[config.mk]
export PLATFORM = sky130hd
export DESIGN_NAME = psta_cell
export DESIGN_NICKNAME = d
export VERILOG_FILES = /design/src/rtl/psta_pkg.sv /design/src/rtl/psta_cell.sv
export VERILOG_INCLUDE_DIRS = /design/src /design/src/rtl
export SDC_FILE = /design/constraint.sdc
export NUM_CORES = 2
export LEC_CHECK = 0
export ABC_AREA = 1
export ABC_CLOCK_PERIOD_IN_PS = 38500
export BUFFER_PORTS_ARGS = -buffer_cell sky130_fd_sc_hd__buf_2
export CORE_AREA = 2 2 321 323
export DETAILED_ROUTE_END_ITERATION = 6
export DIE_AREA = 0 0 323 325
export PLACE_DENSITY_LB_ADDON = 0.2
export SETUP_SLACK_MARGIN = 0.02
export SYNTH_ARGS = -nofsm -noshare
export SYNTH_HDL_FRONTEND = slang
export SYNTH_SLANG_ARGS = --single-unit
[constraint.sdc]
create_clock -name clk_i -period 38.5 [get_ports clk_i]
set_clock_uncertainty 0.15 [all_clocks]
set_input_delay 3.85 -clock clk_i [delete_from_list [all_inputs] [get_ports clk_i]]
set_output_delay 3.85 -clock clk_i [all_outputs]
set_load 0.05 [all_outputs]
[src/rtl/assert_macros.svh]
// ----------------------------------------------------------------------------
// assert_macros.svh
// Concurrent assertion helpers shared by the aggregator RTL.
// ----------------------------------------------------------------------------
`ifndef ASSERT_MACROS_SVH
`define ASSERT_MACROS_SVH

// assertion on an explicit clock and active-low reset
`define PSTA_ASSERT_CLK(lbl, clk, rst_n, prop, msg) \
  lbl: assert property (@(posedge clk) disable iff (!rst_n) prop) else $error(msg);

// assertion on the module's clk_i / rst_ni
`define PSTA_ASSERT(lbl, prop, msg) \
  `PSTA_ASSERT_CLK(lbl, clk_i, rst_ni, prop, msg)

`endif

[src/rtl/psta_pkg.sv]
// ----------------------------------------------------------------------------
// psta_pkg
// Types and constants of the per-symbol tick aggregator.
// ----------------------------------------------------------------------------
package psta_pkg;

  localparam int KeyW   = 64;
  localparam int PriceW = 32;
  localparam int VolW   = 32;
  localparam int ProdW  = 64;
  localparam int PvW    = 63;
  localparam int VsumW  = 48;
  localparam int CntW   = 32;
  localparam int RecW   = 32;
  localparam int SlotW  = 6;

  localparam int TableEntriesDef = 64;

  localparam logic [PvW-1:0]   PvMax   = {PvW{1'b1}};
  localparam logic [VsumW-1:0] VsumMax = {VsumW{1'b1}};
  localparam logic [CntW-1:0]  CntMax  = {CntW{1'b1}};
  localparam logic [RecW-1:0]  RecMax  = {RecW{1'b1}};

  typedef enum logic [1:0] {
    ST_UPDATED = 2'd0,
    ST_CREATED = 2'd1,
    ST_DROPPED = 2'd2
  } status_e;

  // word travelling down the cell chain
  typedef struct packed {
    logic              vld;
    logic              done;
    logic [KeyW-1:0]   key;
    logic [PriceW-1:0] price;
    logic [VolW-1:0]   vol;
    logic [ProdW-1:0]  prod;
    status_e           status;
    logic [SlotW-1:0]  slot;
    logic [PvW-1:0]    pv;
    logic [VsumW-1:0]  vsum;
    logic [CntW-1:0]   cnt;
    logic [PriceW-1:0] hi;
    logic [PriceW-1:0] lo;
    logic              sat;
  } word_t;

endpackage

[src/rtl/psta_cell.sv]
// ----------------------------------------------------------------------------
// psta_cell
// One table entry: matches or claims the passing word, updates its sums.
// ----------------------------------------------------------------------------
`include "assert_macros.svh"

module psta_cell #(
  parameter int CellIdx = 0
) (
  input  logic            clk_i,
  input  logic            rst_ni,
  input  logic            adv_i,
  input  psta_pkg::word_t word_i,
  output psta_pkg::word_t word_o,
  output logic            ent_vld_o
);
  import psta_pkg::*;

  logic              valid_q;
  logic [KeyW-1:0]   key_q;
  logic [PvW-1:0]    pv_q;
  logic [VsumW-1:0]  vsum_q;
  logic [CntW-1:0]   cnt_q;
  logic [PriceW-1:0] hi_q;
  logic [PriceW-1:0] lo_q;
  word_t             word_q;
  word_t             word_d;

  logic              open_w;
  logic              hit;
  logic              claim;
  logic [PvW-1:0]    base_pv;
  logic [VsumW-1:0]  base_vsum;
  logic [CntW-1:0]   base_cnt;
  logic [PriceW-1:0] base_hi;
  logic [PriceW-1:0] base_lo;
  logic [PvW+1:0]    pv_sum;
  logic [VsumW:0]    vsum_sum;
  logic [PvW-1:0]    new_pv;
  logic [VsumW-1:0]  new_vsum;
  logic [CntW-1:0]   new_cnt;
  logic [PriceW-1:0] new_hi;
  logic [PriceW-1:0] new_lo;

  assign open_w = word_i.vld && !word_i.done;
  assign hit    = open_w && valid_q && (key_q == word_i.key);
  assign claim  = open_w && !valid_q;

  always_comb begin
    base_pv   = claim ? '0 : pv_q;
    base_vsum = claim ? '0 : vsum_q;
    base_cnt  = claim ? '0 : cnt_q;
    base_hi   = claim ? word_i.price : hi_q;
    base_lo   = claim ? word_i.price : lo_q;

    pv_sum   = {2'b00, base_pv} + {1'b0, word_i.prod};
    vsum_sum = {1'b0, base_vsum} + {{(VsumW+1-VolW){1'b0}}, word_i.vol};
    new_pv   = (pv_sum >= {2'b00, PvMax}) ? PvMax : pv_sum[PvW-1:0];
    new_vsum = (vsum_sum >= {1'b0, VsumMax}) ? VsumMax : vsum_sum[VsumW-1:0];
    new_cnt  = (base_cnt == CntMax) ? CntMax : base_cnt + CntW'(1);
    new_hi   = (word_i.price > base_hi) ? word_i.price : base_hi;
    new_lo   = (word_i.price < base_lo) ? word_i.price : base_lo;
  end

  always_comb begin
    word_d = word_i;
    if (hit || claim) begin
      word_d.done   = 1'b1;
      word_d.status = claim ? ST_CREATED : ST_UPDATED;
      word_d.slot   = SlotW'(CellIdx);
      word_d.pv     = new_pv;
      word_d.vsum   = new_vsum;
      word_d.cnt    = new_cnt;
      word_d.hi     = new_hi;
      word_d.lo     = new_lo;
      word_d.sat    = (new_pv == PvMax) || (new_vsum == VsumMax);
    end
  end

  always_ff @(posedge clk_i or negedge rst_ni) begin
    if (!rst_ni) begin
      valid_q <= 1'b0;
      word_q  <= '0;
    end else if (adv_i) begin
      word_q <= word_d;
      if (claim) begin
        valid_q <= 1'b1;
      end
    end
  end

  always_ff @(posedge clk_i) begin
    if (adv_i && (hit || claim)) begin
      key_q  <= word_i.key;
      pv_q   <= new_pv;
      vsum_q <= new_vsum;
      cnt_q  <= new_cnt;
      hi_q   <= new_hi;
      lo_q   <= new_lo;
    end
  end

  assign word_o    = word_q;
  assign ent_vld_o = valid_q;

  `PSTA_ASSERT(a_entry_sticky, valid_q |=> valid_q, "table entry lost its valid mark")
  `PSTA_ASSERT(a_claim_done, (adv_i && claim) |=> (valid_q && word_q.done && (word_q.status == ST_CREATED)), "claimed entry not reported")

endmodule

### After elaboration in Yosys (flattened, before gate mapping)

Index checks and enable logic that the tools add are counted.
Widths: inputs -> output; s select.

| storage, ports and cells | value |
|---|---|
| output and inout port bits | 411 |
| bits of input ports | 413 |
| register bits after elaboration | 682 |
| logic and storage cells | 55 |

| operators by class | value |
|---|---|
| reduce and logical (&&, ||, !) cells | 10 |
| order comparisons | 4 |
| multiplexer cells | 13 |
| equal/unequal tests | 4 |
| add/subtract/negate cells | 3 |

Operators with widths:

| cell | number |
|---|---|
| $mux 216 | 1 |
| $mux 32 | 6 |
| $mux 63 | 2 |
| $mux 48 | 2 |
| $add 63x64->65 | 1 |
| $ge 65x63->1 const B | 1 |
| $eq 64x64->1 | 1 |
| $eq 63x63->1 const B | 1 |
| $add 48x32->49 | 1 |
| $ge 49x48->1 const B | 1 |
| $eq 48x48->1 const B | 1 |
| $add 32x1->32 const B | 1 |
| $eq 32x32->1 const B | 1 |
| $gt 32x32->1 | 1 |
| $lt 32x32->1 | 1 |
| $logic_and 1x1->1 | 5 |
| $logic_not 1->1 | 2 |
| $logic_or 1x1->1 | 2 |
| $mux 1 | 2 |
| $reduce_and 2->1 | 1 |

### Depth between registers and ports, before layout

| logic depth | value |
|---|---|
| depth after elaboration | 10 |
| gate-level depth with buffers | 35 |
| gate-level depth less buffers | 28 |

### Least setup slack after synthesis

No wires, ideal clock.

| path | value |
|---|---|
| path type | in2reg |
| start | input word_i[393] (netlist bit) |
| end | register cnt_q[0] (enable) |
| setup slack | 21018 ps |
| required time | 37440 ps |
| setup time | 910 ps |
| buffers on the path | 2 |
| arrival | 16423 ps |
| cell stages on the path | 10 |
| cell sequence | or2_2 > a211oi_1 > nand3_1 > nor3_1 > nand4_1 > nand2_1 > buf_2 > inv_2 > clkbuf_1 > nor2_1 |

| between the ends | value |
|---|---|
| cells in the longest elaborated chain, start to end | 4 |

RTL lines:

| element | line | text |
|---|---|---|
| start: declaration | psta_cell.sv:13 | `input psta_pkg::word_t word_i,` |
| $eq 64x64->1 | psta_cell.sv:46 | `assign hit = open_w && valid_q && (key_q == word_i.key);` |
| $logic_and 1x1->1 | psta_cell.sv:46 |  |
| $logic_or 1x1->1 | psta_cell.sv:93 | `if (adv_i && (hit \|\| claim)) begin` |
| $logic_and 1x1->1 | psta_cell.sv:93 |  |
| end signal: assignment | psta_cell.sv:97 | `cnt_q <= new_cnt;` |
| end: declaration | psta_cell.sv:23 | `logic [CntW-1:0] cnt_q;` |

Every way passes these cells.
A chain may end at the register's enable or synchronous reset.

### Worst setup path after layout

| path | value |
|---|---|
| start | input word_i[408] (netlist bit) |
| end | register word_q, in the netlist word_o[126] |

| between the ends | value |
|---|---|
| cells in the longest elaborated chain, start to end | 8 |
| elaborated cells on any way between the ends | 11 |
| those cells by class | add/sub: 1; order compare: 1; mux: 3; reduce/logical: 6 |

RTL lines:

| element | line | text |
|---|---|---|
| $logic_not 1->1 (*) | psta_cell.sv:45 | `assign open_w = word_i.vld && !word_i.done;` |
| $logic_and 1x1->1 (*) | psta_cell.sv:45 |  |
| $logic_and 1x1->1 | psta_cell.sv:47 | `assign claim = open_w && !valid_q;` |
| $mux 48 | psta_cell.sv:51 | `base_vsum = claim ? '0 : vsum_q;` |
| $add 48x32->49 | psta_cell.sv:57 | `vsum_sum = {1'b0, base_vsum} + {{(VsumW+1-VolW){1'b0}}, word_i.vol};` |
| $ge 49x48->1 | psta_cell.sv:59 | `new_vsum = (vsum_sum >= {1'b0, VsumMax}) ? VsumMax : vsum_sum[VsumW-1:0];` |
| $mux 48 | psta_cell.sv:59 |  |
| $mux 216 (*) | psta_cell.sv:67 | `if (hit \|\| claim) begin` |
| end signal: assignment | psta_cell.sv:85 | `word_q <= word_d;` |
| end: declaration | psta_cell.sv:26 | `word_t word_q;` |

Every way passes the cells marked *; elsewhere a longest branch is shown, timed or not.

==> out/qor.csv <==
metric,value,unit
status,"finished, violations left",
violations,DRC,
place.gp.congestion,0.984,
multi_input_area,20000,um2
max_freq,106,MHz
clockPowerShare,0.383,
cts_resized,0,
drive_gt1_frac,0.163,
routed_wl,159000,um
path_cells,buf_2 > inv_2 > nand3_4 > buf_4 > nand2_1 > inv_1 > ha_1 > nand2_1 > nor2_1 > nand3_1 > nand3_1 > nand2_1 > a21boi_0 > o21bai_1 > nand2_1 > nand2_1 > nor2_1 > nand4_1 > buf_4 > nand4_1 > nand3_1 > nand2_1,
cts-buffers-inserted,79,
io_buffers,823,
rr_worst_depth,21,
p_sw_frac,0.331,
syn-num-nets,6674,
synth_flop_cell,dfrtp_1,
worstHoldPathCells,2,
grt_overflow,0,
synth_top_cell_by_area,dfrtp_1,
r2r_end,word_o[126],
synth_top_area_frac,0.240,
ys_types,51,
fin_area,50600,um2
cp_data_arrival_time,9.87,ns
viasPerCell,5.06,
drt-pass1-iter-count,7,
grt_pass1_vias,39300,
worst-path-buf-inv,5,
tritoncts,built,
dp_cells,8105,
hold_start,word_o[300],
most-common-layout-cells,"2400 x nand2_1, 896 x inv_1, 821 x buf_2",
crit_top_cell,nand2_1,
place_hpwl,121000,um
critPathMaxFanout,64,
start_util,0.423,
power.internal,1.33,mW
clkLatencyLatePin,0.66,ns
synth_area_per_cell,7.03,um2
post-route-min-period,9.43,ns
finalMaxSlewViolations,0,
place_area,48000,um2
synth_edf_count,271,
p_comb_frac,0.206,
p_sw,660,uW
worstPathRequired,38.94,ns
yosysWarnings,0,
grt_max_degree,205,
regArea,18400,um2
fin_crit_sh,0.245,
syn_inst,6100,
syn_to_final_growth,18.1,%
cap_violations,0,
max_slew_margin,0.0913,
p_seq_frac,0.410,
r2r-start,ent_vld_o,
ant_nets,0,
grt_pass1_wl,238000,um
seq_area_frac_synth,0.430,
filler_cell_count,10400,
final_common_cell,nand2_1,
cts_setup_buffers,0,
min_to,word_o[300],
route.detailed.drc,7,
final-hold-violation-count,0,
finalSetupViolCount,0,
cts_num_sinks,682,
peakVddDrop,0.0313,mV
drtIter0Drc,3256,
clk_path_buf_depth,3,
path_depth,22,
wl_per_cell,19.2,um
num_vias,41800,
slowest_delay,1.04,ns
die_w,323,um
power.leakage,27.6,nW
ios,824,
r2r_setup_slack,31.95,ns
startpoint_type,input port,
slowest_stage,nand4_1,
dieArea,105000,um2
setup-tns-final,0,ns
final_cell_count_no_fill,8259,
cts-hold-fix-buffers,0,
critPathTopFamily,simple AND/OR/NAND/NOR gates,
htreeDepth,3,
grt_usage,0.293,
cp-end-kind,flip-flop,
hold_ws,0.312,ns
core,101000,um2
row_count,117,
cellPowerDensity,39.4,nW/um2
clkTransAtPathRegs,0.06,ns
antenna_found_initial,22,
hold_path_class,reg -> reg,
die_h,325,um
root_buffer,clkbuf_16,
nNetsFinal,7392,
crit_type,in -> reg,
tightest_slew,1.36,ns
synth_area,42900,um2
ys_async_sr_fraction,0.603,
ys_ff_latch,682,
synthTopCellsByArea,"dfrtp_1 24%, nand2_1 21%, edfxtp_1 19%",
rsz0062_at_grt,false,
==> layer usage <==
layer / share of wire / vias to the layer above / global-route usage
li1: - / 20600 / -
met1: 0.44 / 19500 / 0.398
met2: 0.45 / 1446 / 0.469
met3: 0.075 / 235 / 0.0557
met4: 0.033 / 24 / 0.0984
met5: 0.00088 / - / 0
==> worst max path at each step <==
stage	start	to	slack, ns
final	word_i[408]	word_o[126]	29.07
after global routing	word_i[408]	word_o[130]	28.79
after CTS	word_i[408]	word_o[126]	29.28
after detailed placement	word_i[408]	word_o[126]	28.58
after global placement	word_i[408]	word_o[108]	28.77
after floorplan	word_i[393]	cnt_q[0]	21.02
==> Yosys cell counts (26+ instances only) <==
library cell,instances
dfrtp_1,411
o21ai_0,332
nand3b_1,28
a21oi_1,145
inv_1,896
ha_1,159
o21ai_1,57
nor2_1,451
clkbuf_1,156
edfxtp_1,271
nand3_1,282
xnor2_1,39
or2_2,82
nand4_1,164
nand2_1,2402
nor3_1,26
==> worst reg2reg max path: stages (launching register included) <==
cell and delay [ns]:
dfrtp_1 0.37, inv_1 0.16, nand3_4 0.59, buf_4 0.66, nand2_1 0.19, inv_1 0.06, ha_1 0.37, nand2_1 0.12
nor2_1 0.32, nand3_1 0.18, nand3_1 0.22, nand2_1 0.14, a21boi_0 0.44, o21bai_1 0.11, nand2_1 0.16, nand2_1 0.08
nor2_1 0.10, nand4_1 1.04, buf_4 0.67, nand4_1 0.14, nand3_1 0.11, nand2_1 0.10
==> through the flow <==
stage          utilization  setup WS (ns)  power (mW)
2_1_floorplan            -          21.02        1.10
3_3_place_gp         0.474          28.77        1.24
3_5_place_dp         0.474          28.58        1.24
4_1_cts              0.500          29.28        2.01
5_1_grt              0.500          28.79        2.07
6_report             0.500          29.07        1.99
==> final cells by class <==
cell class,instances,share of cell area
clock inverter,25,0.00457
tap,1368,0.0338
multi-input combinational,4289,0.396
sequential,682,0.364
inverter,914,0.0679
timing repair buffer,852,0.0868
antenna,6,0.000297
clock buffer,123,0.0469
==> state kept, by name, summed over array words and instances (netlist names) <==
signal     cells
cnt_q         32
ent_vld_o      1
hi_q          32
key_q         64
lo_q          32
pv_q          63
vsum_q        48
word_o       410
==> power groups by stage <==
stage,Clock [mW],Combinational [mW],Sequential [mW]
2_1_floorplan,0,0.130,0.965
6_report,0.764,0.411,0.818
3_5_place_dp,0,0.411,0.830
5_1_grt,0.805,0.442,0.822
4_1_cts,0.777,0.412,0.818
3_3_place_gp,0,0.408,0.830
==> cell families (layout without fill, tap and decap cells) <==
| family | Yosys count | after routing | synth area share |
|---|---|---|---|
| other cells | 0 | 6 | 0 |
| compound gates | 568 | 568 | 0.0686 |
| fa+ha+maj | 161 | 161 | 0.0474 |
| xor+xnor | 52 | 52 | 0.0110 |
| buf+inv | 1129 | 1914 | 0.103 |
| flops | 682 | 682 | 0.430 |
| simple gates | 3508 | 3508 | 0.340 |
Power figures use the tool's default switching activity.
